<file path="src/design/xpr_pkg.sv">
// Shared types, codes and the CRC byte update for the XMODEM packet receiver.
// Depends on nothing; every design file refers to it by scoped names.
package xpr_pkg;

  // Control bytes seen in idle
  localparam logic [7:0] B_SOH = 8'h01;
  localparam logic [7:0] B_EOT = 8'h04;
  localparam logic [7:0] B_CAN = 8'h18;
  localparam logic [7:0] B_C   = 8'h43;

  localparam logic [15:0] CRC_POLY        = 16'h1021;
  localparam logic [15:0] TIMEOUT_RESET   = 16'd300;
  localparam logic [7:0]  BLOCK_SUM       = 8'hFF;
  localparam int          QUEUE_DEPTH     = 2;

  // Configuration register indexes
  localparam logic [1:0] REG_CHECK_MODE = 2'd0;
  localparam logic [1:0] REG_TIMEOUT    = 2'd1;

  typedef enum logic [2:0] {
    CLS_OTHER,
    CLS_SOH,
    CLS_EOT,
    CLS_CAN,
    CLS_C
  } byte_class_t;

  typedef enum logic [1:0] {
    PH_IDLE,
    PH_HEADER,
    PH_DATA,
    PH_CHECK
  } phase_t;

  typedef enum logic [2:0] {
    EV_DATA,
    EV_GOOD,
    EV_BAD_BLOCK,
    EV_BAD_CHECK,
    EV_TIMEOUT,
    EV_END,
    EV_CANCEL,
    EV_PEER_C
  } event_t;

  typedef enum logic [1:0] {
    RP_NONE,
    RP_ACK,
    RP_NAK
  } reply_t;

  // One classified transaction as it sits in the queue
  typedef struct packed {
    logic        is_tick;
    byte_class_t cls;
    logic [7:0]  data;
  } item_t;

  typedef struct packed {
    logic        check_mode;
    logic [15:0] tick_limit;
  } cfg_t;

  typedef struct packed {
    event_t      ev;
    reply_t      reply;
    logic [7:0]  packet_number;
    logic [7:0]  data_byte;
    logic [6:0]  byte_index;
    logic [15:0] received_check;
    logic [15:0] computed_check;
  } result_t;

  // CRC-16/XMODEM over one byte, MSB first
  function automatic logic [15:0] crc_byte(input logic [15:0] crc, input logic [7:0] b);
    logic [15:0] c;
    c = crc ^ {b, 8'h00};
    for (int i = 0; i < 8; i++) begin
      if (c[15]) begin
        c = {c[14:0], 1'b0} ^ CRC_POLY;
      end else begin
        c = {c[14:0], 1'b0};
      end
    end
    return c;
  endfunction

endpackage

</file>
<file path="src/design/xpr_front.sv">
// Front end: classifies each incoming transaction (tick or byte kind).
// Depends on xpr_pkg.
module xpr_front (
  input  logic            func,
  input  logic [7:0]      rx_byte,
  output xpr_pkg::item_t  item
);

  // Decode the control bytes once, ahead of the queue
  always_comb begin
    item.is_tick = func;
    item.data    = rx_byte;
    unique case (rx_byte)
      xpr_pkg::B_SOH: item.cls = xpr_pkg::CLS_SOH;
      xpr_pkg::B_EOT: item.cls = xpr_pkg::CLS_EOT;
      xpr_pkg::B_CAN: item.cls = xpr_pkg::CLS_CAN;
      xpr_pkg::B_C:   item.cls = xpr_pkg::CLS_C;
      default:        item.cls = xpr_pkg::CLS_OTHER;
    endcase
  end

endmodule

</file>
<file path="src/design/xpr_queue.sv">
// Two-entry queue of classified transactions between front and back.
// Depends on xpr_pkg.
module xpr_queue (
  input  logic            clk,
  input  logic            rst,
  input  logic            push,
  input  xpr_pkg::item_t  push_item,
  input  logic            pop,
  output xpr_pkg::item_t  head,
  output logic            empty,
  output logic            full
);

  localparam int PW = $clog2(xpr_pkg::QUEUE_DEPTH);
  localparam int CW = $clog2(xpr_pkg::QUEUE_DEPTH + 1);

  xpr_pkg::item_t        slots [xpr_pkg::QUEUE_DEPTH];
  logic [PW-1:0]         wr_ptr;
  logic [PW-1:0]         rd_ptr;
  logic [CW-1:0]         count;

  assign empty = (count == CW'(0));
  assign full  = (count == CW'(xpr_pkg::QUEUE_DEPTH));
  assign head  = slots[rd_ptr];

  // Pointers and fill count
  always_ff @(posedge clk) begin
    if (rst) begin
      wr_ptr <= '0;
      rd_ptr <= '0;
      count  <= '0;
    end else begin
      if (push) begin
        wr_ptr <= (wr_ptr == PW'(xpr_pkg::QUEUE_DEPTH - 1)) ? '0 : wr_ptr + PW'(1);
      end
      if (pop) begin
        rd_ptr <= (rd_ptr == PW'(xpr_pkg::QUEUE_DEPTH - 1)) ? '0 : rd_ptr + PW'(1);
      end
      if (push && !pop) begin
        count <= count + CW'(1);
      end else if (pop && !push) begin
        count <= count - CW'(1);
      end
    end
  end

  // Storage, no reset needed
  always_ff @(posedge clk) begin
    if (push) begin
      slots[wr_ptr] <= push_item;
    end
  end

endmodule

</file>
<file path="src/design/xpr_back.sv">
// Back end: packet state machine, check accumulators, receive timer and
// the output register. Depends on xpr_pkg.
module xpr_back #(
  parameter int PAYLOAD_BYTES = 128,
  parameter int TIMER_WIDTH   = 16
) (
  input  logic              clk,
  input  logic              rst,
  input  xpr_pkg::cfg_t     cfg,
  input  xpr_pkg::item_t    item,
  input  logic              item_valid,
  output logic              item_pop,
  output logic              out_valid,
  input  logic              out_stall,
  output xpr_pkg::result_t  res
);

  localparam int CW   = $clog2(PAYLOAD_BYTES);
  localparam int CMPW = (TIMER_WIDTH > 16) ? TIMER_WIDTH : 16;
  localparam logic [TIMER_WIDTH-1:0] TMAX = '1;

  xpr_pkg::phase_t         phase, phase_next;
  logic [7:0]              block_number, block_number_next;
  logic [CW-1:0]           byte_counter, byte_counter_next;
  logic [15:0]             crc_accum, crc_accum_next;
  logic [7:0]              sum_accum, sum_accum_next;
  logic [7:0]              check_high, check_high_next;
  logic                    high_seen, high_seen_next;
  logic [TIMER_WIDTH-1:0]  timer_count, timer_count_next;
  logic                    timer_running, timer_running_next;

  xpr_pkg::result_t        res_new;
  logic                    has_res;
  logic [TIMER_WIDTH-1:0]  timer_inc;
  logic [8:0]              hdr_sum;
  logic [15:0]             crc_rx;

  // Take a transaction whenever the output slot is free or being emptied
  assign item_pop = item_valid && (!out_valid || !out_stall);

  assign timer_inc = (timer_count < TMAX) ? timer_count + TIMER_WIDTH'(1) : timer_count;
  assign hdr_sum   = {1'b0, block_number} + {1'b0, item.data};
  assign crc_rx    = {check_high, item.data};

  // Next state and result for the transaction at the queue head
  always_comb begin
    phase_next         = phase;
    block_number_next  = block_number;
    byte_counter_next  = byte_counter;
    crc_accum_next     = crc_accum;
    sum_accum_next     = sum_accum;
    check_high_next    = check_high;
    high_seen_next     = high_seen;
    timer_count_next   = timer_count;
    timer_running_next = timer_running;
    res_new            = '0;
    has_res            = 1'b0;

    if (item.is_tick) begin
      if (timer_running) begin
        timer_count_next = timer_inc;
        if (CMPW'(timer_inc) >= CMPW'(cfg.tick_limit)) begin
          has_res               = 1'b1;
          res_new.ev            = xpr_pkg::EV_TIMEOUT;
          res_new.reply         = xpr_pkg::RP_NAK;
          res_new.packet_number = block_number;
          phase_next            = xpr_pkg::PH_IDLE;
          timer_running_next    = 1'b0;
          timer_count_next      = '0;
          high_seen_next        = 1'b0;
        end
      end
    end else begin
      unique case (phase)
        xpr_pkg::PH_IDLE: begin
          unique case (item.cls)
            xpr_pkg::CLS_C: begin
              has_res    = 1'b1;
              res_new.ev = xpr_pkg::EV_PEER_C;
            end
            xpr_pkg::CLS_EOT: begin
              has_res       = 1'b1;
              res_new.ev    = xpr_pkg::EV_END;
              res_new.reply = xpr_pkg::RP_ACK;
            end
            xpr_pkg::CLS_CAN: begin
              has_res    = 1'b1;
              res_new.ev = xpr_pkg::EV_CANCEL;
            end
            xpr_pkg::CLS_SOH: begin
              phase_next         = xpr_pkg::PH_HEADER;
              block_number_next  = '0;
              byte_counter_next  = '0;
              crc_accum_next     = '0;
              sum_accum_next     = '0;
              check_high_next    = '0;
              high_seen_next     = 1'b0;
              timer_count_next   = '0;
              timer_running_next = 1'b1;
            end
            default: begin
            end
          endcase
        end

        // Block number, then its complement
        xpr_pkg::PH_HEADER: begin
          if (!byte_counter[0]) begin
            block_number_next = item.data;
            byte_counter_next = CW'(1);
          end else if (hdr_sum == {1'b0, xpr_pkg::BLOCK_SUM}) begin
            phase_next        = xpr_pkg::PH_DATA;
            byte_counter_next = '0;
          end else begin
            has_res               = 1'b1;
            res_new.ev            = xpr_pkg::EV_BAD_BLOCK;
            res_new.reply         = xpr_pkg::RP_NAK;
            res_new.packet_number = block_number;
            phase_next            = xpr_pkg::PH_IDLE;
            timer_running_next    = 1'b0;
            timer_count_next      = '0;
            high_seen_next        = 1'b0;
          end
        end

        // Payload bytes pass straight through
        xpr_pkg::PH_DATA: begin
          sum_accum_next        = sum_accum + item.data;
          crc_accum_next        = xpr_pkg::crc_byte(crc_accum, item.data);
          has_res               = 1'b1;
          res_new.ev            = xpr_pkg::EV_DATA;
          res_new.packet_number = block_number;
          res_new.data_byte     = item.data;
          res_new.byte_index    = byte_counter[6:0];
          if (byte_counter == CW'(PAYLOAD_BYTES - 1)) begin
            phase_next        = xpr_pkg::PH_CHECK;
            byte_counter_next = '0;
            high_seen_next    = 1'b0;
          end else begin
            byte_counter_next = byte_counter + CW'(1);
          end
        end

        // One sum byte, or the CRC high then low byte
        xpr_pkg::PH_CHECK: begin
          if (!cfg.check_mode || high_seen) begin
            has_res               = 1'b1;
            res_new.packet_number = block_number;
            if (!cfg.check_mode) begin
              res_new.received_check = {8'h00, item.data};
              res_new.computed_check = {8'h00, sum_accum};
            end else begin
              res_new.received_check = crc_rx;
              res_new.computed_check = crc_accum;
            end
            if (res_new.received_check == res_new.computed_check) begin
              res_new.ev    = xpr_pkg::EV_GOOD;
              res_new.reply = xpr_pkg::RP_ACK;
            end else begin
              res_new.ev    = xpr_pkg::EV_BAD_CHECK;
              res_new.reply = xpr_pkg::RP_NAK;
            end
            phase_next         = xpr_pkg::PH_IDLE;
            timer_running_next = 1'b0;
            timer_count_next   = '0;
            high_seen_next     = 1'b0;
          end else begin
            check_high_next = item.data;
            high_seen_next  = 1'b1;
          end
        end

        default: begin
          phase_next = xpr_pkg::PH_IDLE;
        end
      endcase
    end
  end

  // Control state
  always_ff @(posedge clk) begin
    if (rst) begin
      phase         <= xpr_pkg::PH_IDLE;
      block_number  <= '0;
      byte_counter  <= '0;
      crc_accum     <= '0;
      sum_accum     <= '0;
      check_high    <= '0;
      high_seen     <= 1'b0;
      timer_count   <= '0;
      timer_running <= 1'b0;
      out_valid     <= 1'b0;
    end else begin
      if (item_pop) begin
        phase         <= phase_next;
        block_number  <= block_number_next;
        byte_counter  <= byte_counter_next;
        crc_accum     <= crc_accum_next;
        sum_accum     <= sum_accum_next;
        check_high    <= check_high_next;
        high_seen     <= high_seen_next;
        timer_count   <= timer_count_next;
        timer_running <= timer_running_next;
      end
      if (item_pop && has_res) begin
        out_valid <= 1'b1;
      end else if (!out_stall) begin
        out_valid <= 1'b0;
      end
    end
  end

  // Output payload register
  always_ff @(posedge clk) begin
    if (item_pop && has_res) begin
      res <= res_new;
    end
  end

endmodule

</file>
<file path="src/design/xmodem_packet_receiver.sv">
// Top level of the XMODEM packet receiver: config registers, front end,
// queue and back end. Depends on xpr_pkg, xpr_front, xpr_queue, xpr_back.
//
// Usage:
//   Input channel (in_valid/in_stall): func selects a received byte (0) or
//   one timer tick (1); rx_byte carries the byte. A transaction is taken
//   when in_valid is high and in_stall is low.
//   Output channel (out_valid/out_stall): at most one result per input,
//   carrying event_res, reply and the packet fields; unused fields are 0.
//   Config channel (cfg_valid/cfg_ready): index 0 is check_mode, index 1 is
//   the receive tick limit; other indexes are ignored. cfg_ready is always high.
// Timing:
//   One transaction per cycle sustained while out_stall is low. Each input
//   is written into the two-entry queue by the accepting edge; then the
//   state machine runs on it (CRC and sum per payload byte, timer per tick)
//   and loads the output register.
//   When out_stall holds the output register full, the queue fills and
//   in_stall rises; nothing is dropped.
// Reset:
//   rst is synchronous; it empties the queue, returns to idle with the
//   timer stopped, and loads check_mode = 1 and a tick limit of 300.
module xmodem_packet_receiver #(
  parameter int PAYLOAD_BYTES = 128,
  parameter int TIMER_WIDTH   = 16
) (
  input  logic        clk,
  input  logic        rst,
  input  logic        in_valid,
  output logic        in_stall,
  input  logic        func,
  input  logic [7:0]  rx_byte,
  output logic        out_valid,
  input  logic        out_stall,
  output logic [2:0]  event_res,
  output logic [1:0]  reply,
  output logic [7:0]  packet_number,
  output logic [7:0]  data_byte,
  output logic [6:0]  byte_index,
  output logic [15:0] received_check,
  output logic [15:0] computed_check,
  input  logic        cfg_valid,
  output logic        cfg_ready,
  input  logic [1:0]  cfg_index,
  input  logic [15:0] cfg_data
);

  xpr_pkg::cfg_t     cfg;
  xpr_pkg::item_t    front_item;
  xpr_pkg::item_t    head_item;
  xpr_pkg::result_t  res;
  logic              q_empty;
  logic              q_full;
  logic              q_pop;

  assign cfg_ready = 1'b1;
  assign in_stall  = q_full;

  // Configuration registers
  always_ff @(posedge clk) begin
    if (rst) begin
      cfg.check_mode <= 1'b1;
      cfg.tick_limit <= xpr_pkg::TIMEOUT_RESET;
    end else if (cfg_valid && cfg_ready) begin
      if (cfg_index == xpr_pkg::REG_CHECK_MODE) begin
        cfg.check_mode <= cfg_data[0];
      end else if (cfg_index == xpr_pkg::REG_TIMEOUT) begin
        cfg.tick_limit <= cfg_data;
      end
    end
  end

  xpr_front u_front (
    .func    (func),
    .rx_byte (rx_byte),
    .item    (front_item)
  );

  xpr_queue u_queue (
    .clk       (clk),
    .rst       (rst),
    .push      (in_valid && !q_full),
    .push_item (front_item),
    .pop       (q_pop),
    .head      (head_item),
    .empty     (q_empty),
    .full      (q_full)
  );

  xpr_back #(
    .PAYLOAD_BYTES (PAYLOAD_BYTES),
    .TIMER_WIDTH   (TIMER_WIDTH)
  ) u_back (
    .clk        (clk),
    .rst        (rst),
    .cfg        (cfg),
    .item       (head_item),
    .item_valid (!q_empty),
    .item_pop   (q_pop),
    .out_valid  (out_valid),
    .out_stall  (out_stall),
    .res        (res)
  );

  assign event_res      = res.ev;
  assign reply          = res.reply;
  assign packet_number  = res.packet_number;
  assign data_byte      = res.data_byte;
  assign byte_index     = res.byte_index;
  assign received_check = res.received_check;
  assign computed_check = res.computed_check;

endmodule
</file>
<file path="config.mk">
export PLATFORM = sky130hd
export DESIGN_NAME = xmodem_packet_receiver
export DESIGN_NICKNAME = d
export VERILOG_FILES = /design/src/design/xpr_pkg.sv /design/src/design/xpr_front.sv /design/src/design/xpr_queue.sv /design/src/design/xpr_back.sv /design/src/design/xmodem_packet_receiver.sv
export SDC_FILE = /design/constraint.sdc
export NUM_CORES = 1
export LEC_CHECK = 0
export BUFFER_PORTS_ARGS = -buffer_cell sky130_fd_sc_hd__buf_2
export CORE_MARGIN = 3
export CORE_UTILIZATION = 40
export CTS_CLUSTER_DIAMETER = 200
export DETAILED_ROUTE_END_ITERATION = 10
export GPL_TIMING_DRIVEN = 0
export PLACE_DENSITY = 0.58
export SETUP_SLACK_MARGIN = 0.1
export SKIP_LAST_GASP = 1
export SYNTH_ARGS = -nofsm -noshare
export SYNTH_HDL_FRONTEND = slang
export SYNTH_SLANG_ARGS = --single-unit
</file>
<file path="constraint.sdc">
create_clock -name clk -period 5.1 [get_ports clk]
set_input_delay 0 -clock clk [delete_from_list [all_inputs] [get_ports clk]]
set_output_delay 0 -clock clk [all_outputs]
set_load 0.005 [all_outputs]
</file>
# Yosys cells after proc, flatten, opt, wreduce, memory -nomap -nowiden
# Memories as Yosys holds them, arrays and structs flattened. A register that Yosys moved wholly into a read port is not among the register bits.
# Index checks and enable logic that the tools add are counted.
# totals
regBits	149
mem_bits_rw	24
output_inout_bits	63
elab_cells	215
mem_count	1
# op_classes
add_sub_neg	8
n_lt_le_gt_ge	2
n_eq_ne	28
mux	102
n_bitwise	14
reduce_logical	37
# mem_list
name	depth	word_bits	rd	rd_clocked_by_memory_dff	write_ports	line_no	text
u_queue.slots	2	12	1	1	1	xpr_queue.sv:17	xpr_pkg::item_t slots [xpr_pkg::QUEUE_DEPTH];
# ops
operator	count
16-bit two-way mux	22
13-bit two-way mux	13
32-bit two-way mux	4
16-bit one-hot mux with 3 select lines	1
8-bit one-hot mux with 2 select lines	3
16-bit one-hot mux with 2 select lines	1
1-bit two-way mux	29
7-bit two-way mux	4
8-bit two-way mux	3
3-bit inverter	8
3-bit one-hot mux with 4 select lines	2
8-bit one-hot mux with 3 select lines	1
7-bit one-hot mux with 3 select lines	1
7-bit AND reduction	3
2-bit two-way mux	10
16-bit by 1-bit adder with 16-bit output (second input constant)	1
16-bit == test	1
16-bit greater-or-equal comparator	1
16-bit < comparator (second input constant)	1
16-bit bitwise XOR	1
5-bit AND reduction	3
12-bit two-way mux	1
8-bit by 8-bit adder with 9-bit output	1
9-bit by 8-bit == test with 1-bit output (second input constant)	1
39 further kinds	75

# Logic depth before layout (Yosys ltp)
# logic_depth
depth_word	32
mapped_depth	15

# By module
# Synthesis repeated with hierarchy kept, for this count alone.
# unflattened
hier_cells	920
hier_area_um2	9208.8
# modules_own_cells
mod	instances	cells_per_inst	area_per_inst_um2	seq_area_each_um2
xpr_back	1	763	7210.7	3163.0
xpr_queue	1	59	1068.5	820.8
xmodem_packet_receiver	1	79	779.5	340.3
xpr_front	1	19	150.1	0.0

# Least setup slack after synthesis
# Ideal clock, no wire load.
# synth_timing
kind	register -> register
start	reg (tool-made name)
end	reg, netlist name u_back.res[0]
setup_ns	0.665
arrival_time_ns	4.401
required_time_ns	4.435
path_slack_ns	0.034
stages_incl_launch_ff	15
path_buffers	2
synth_period_minus_slack_ns	5.066
path_cell_list	dfxtp_1 -> buf_2 -> mux2i_1 -> inv_1 -> ha_1 -> inv_1 -> fa_1 -> nor2_1 -> nand4_1 -> or4_4 -> nor4_4 -> a21oi_2 -> buf_2 -> o41ai_2 -> nand2_1

==> flow_metrics.env <==
export IMPL_power_mw=4.36
export IMPL_n_antenna_cell=0
export IMPL_htree_levels=4
export IMPL_seq_area_frac_synth=0.485
export IMPL_ys_flop_type="dfxtp_1"
export IMPL_dieArea_sq_um=24100
export IMPL_yosysMostFrequentCell="nor2_1"
export IMPL_synth_area_leaders="edfxtp_1 (28%), dfxtp_1 (20%), ha_1 (5.3%)"
export IMPL_path_max_fanout=30
export IMPL_cp_endpoint="u_back.res[52]"
export IMPL_max_freq_mhz=218
export IMPL_synth_edf_count=84
export IMPL_hold_violations=0
export IMPL_final_core_util=0.498
export IMPL_root_buffer="clkbuf_16"
export IMPL_hold_path_class="in2reg"
export IMPL_synthCells=919
export IMPL_netlist_area_sq_um=8920
export IMPL_r2r_end="u_back.res[52]"
export IMPL_grt_pass1_vias=6834
export IMPL_p_clk_frac=0.324
export IMPL_vias=7312
export IMPL_fillers=2086
export IMPL_drtAntennaViolNets=0
export IMPL_routedWlPerCell_um=17.6
export IMPL_multiInputGateArea_sq_um=4440
export IMPL_slew_viol_final=0
export IMPL_setup_ws_ns=0.517
export IMPL_rows=54
export IMPL_antenna_found_initial=0
export IMPL_seq_area_sq_um=4320
export IMPL_maxSlewHeadroom=0.317
export IMPL_initialDrtViolationCount=399
export IMPL_grt_usage=0.195
export IMPL_fin_crit_sh=0.899
export IMPL_grt_overflow=0
export IMPL_grt_pass1_wl_um=37000
export IMPL_cts_inserted_buffers=17
export IMPL_cts_tree="done"
export IMPL_worstPathArrival_ns=4.71
export IMPL_switching_share=0.322
export IMPL_syn_avg_cell_area_sq_um=9.70
export IMPL_finClkSkew_ns=0.0139
export IMPL_status="complete, no violations"
export IMPL_path_class="reg2reg"
export IMPL_gp_congestion=0.901
export IMPL_route_detailed_drc=0
export IMPL_ff2ff_setup_slack_ns=0.52
export IMPL_synth_seq_cells=174
export IMPL_comb_power_share=0.290
export IMPL_clock_latency_ns=0.43
export IMPL_maxCapViolCount=0
export IMPL_ir_drop_mv=0.220
export IMPL_yosys_warnings=0
export IMPL_ios=95
export IMPL_synth_common_cells="nor2_1 (94), dfxtp_1 (90), edfxtp_1 (84)"
export IMPL_grt_max_degree=61
export IMPL_p_sw_mw=1.40
export IMPL_nets=1140
export IMPL_path_clk_slew_ns=0.07
export IMPL_intPower_mw=2.95
export IMPL_startpoint_type="flop"
export IMPL_cts_sinks=174
export IMPL_io_buffers=93
export IMPL_routed_wl_um=23900
export IMPL_tightest_slew_ns=1.02
export IMPL_dpl_cell_area_sq_um=9740
export IMPL_setup_viol=0
export IMPL_avgViaCountPerCell=5.37
export IMPL_endpoint_kind="flop"
export IMPL_p_leak_nw=4.23
export IMPL_synth_top_area_cell="edfxtp_1"
export IMPL_seqPwrFrac=0.386
export IMPL_fp_dieH_um=155
export IMPL_floorplan_initialDensity=0.407
export IMPL_synth_top_area_share=0.283
export IMPL_period_minus_slack_ns=4.58
export IMPL_required_ns=5.23
export IMPL_rsz0062_at_grt="no"
export IMPL_first_pass_iters=6
export IMPL_preCtsSetupSlack_ns=-0.505
export IMPL_power_density_nw_per_um2=400
export IMPL_area_growth_synth_to_final_pct=22.3
export IMPL_synthArstFlopShare=0
export IMPL_drive_above_1_share=0.146
export IMPL_clockBufferDepth=2
export IMPL_die_w_um=155
export IMPL_design_area_sq_um=10900
export IMPL_coreArea_sq_um=21900
export IMPL_hpwlAfterDp_um=17100
export IMPL_reg2regPathDepth=15
export IMPL_syn_nets=991
export IMPL_synth_distinct_cells=72
worst min-delay path by stage:
| stage | cells past startpoint | endpoint | from | slack (ns) |
|---|---|---|---|---|
| 2_1_floorplan | 0 | u_queue.slots[0][0] | rx_byte[0] | 0.1 |
| 3_3_place_gp | 1 | u_queue.slots[0][11] | func | 0.21 |
| 3_5_place_dp | 1 | u_queue.slots[1][11] | func | 0.21 |
| 4_1_cts | 5 | cfg[11] | cfg_valid | 0.24 |
| 5_1_grt | 2 | u_queue.slots[1][11] | func | 0.29 |
| 6_report | 5 | cfg[11] | cfg_valid | 0.26 |
worst max-delay path, cell delays in order (launching register included):
cell and delay, ns:
dfxtp_1 0.30, buf_2 0.20, clkbuf_4 0.35, mux2i_2 0.43, inv_1 0.26, ha_1 0.39
nand2b_1 0.14, nand4_1 0.12, or4_4 0.54, nor4_4 0.40, a21oi_2 0.15, buf_2 0.25
o41ai_4 0.21, buf_4 0.22, buf_12 0.12, nand2_8 0.15
layer usage:
metal  vias up  global-route usage  routed length (um)
met5         -                   0                   0
met4         0              0.0704                 556
met3        35              0.0270                1030
met2       189               0.314               11200
met1      3462               0.269               11200
li1       3626                   -                   -
cells by family after synthesis:
kind of cell | share of synthesized area
fa+ha+maj | 0.0578
other cells | 0.000420
flops | 0.485
simple gates | 0.201
xor+xnor | 0.0619
buf+inv | 0.0351
compound gates | 0.129
mux | 0.0295
power groups by stage:
stage                     clock [mW]  combinational [mW]  sequential, mW
after global routing            1.49                1.39            1.70
after floorplan                    0               0.797            1.71
after detailed placement           0                1.16            1.71
after global placement             0                1.16            1.71
after CTS                       1.43                1.22            1.68
final                           1.41                1.26            1.68
stage by stage:
step,TNS [ns],std cells,hold slack (ns)
global placement,-57.17,1292,0.211
global route,0,1361,0.291
floorplan,0,919,0.0989
detailed placement,-30.43,1292,0.208
finish,0,1361,0.256
CTS,0,1355,0.237
sequential cells by signal (all words and copies together) (netlist names), 2 cells and up, named ones only:
register / cells
cfg: 17
u_back.byte_counter: 7
u_queue.count: 2
u_back.timer_count: 16
u_back.block_number: 8
u_back.phase: 2
u_queue.slots: 24
u_back.res: 60
u_back.crc_accum: 16
u_back.check_high: 8
u_back.sum_accum: 8
placed cells by master (no fill, tap or decap), drive strengths merged, types with 6 or more instances in the layout:
cell	n
o21a	6
edfxtp	84
a211oi	6
nor3b	15
a32o	7
dfxtp	90
nor2	94
nor4	10
ha	38
inv	41
nand4	11
or4	8
nand2	82
nor3	22
nor2b	8
and3	27
mux2i	24
xnor2	40
clkbuf	57
o21ai	24
a22oi	9
dlygate4sd3	31
a21oi	81
xor2	23
buf	106
a21o	6
nand2b	12
nand3	43
area by class of cell:
cell class              count  area share
multi-input cells         665       0.407
plain buffers              40      0.0148
well taps                 280      0.0321
inverters                  41      0.0141
repair buffers            129      0.0768
clock buffers              25      0.0476
clock inverters             7      0.0112
flip-flops and latches    174       0.396
timing repair:
item,CTS,global route
hold buffers,31,0
buffers inserted,0,5
endpoints found under the hold margin,45,0
cloned,0,1
pin swaps,1,3
setup endpoints to repair,68,77
gates resized for setup,12,13
Power figures use the tool's default switching activity.
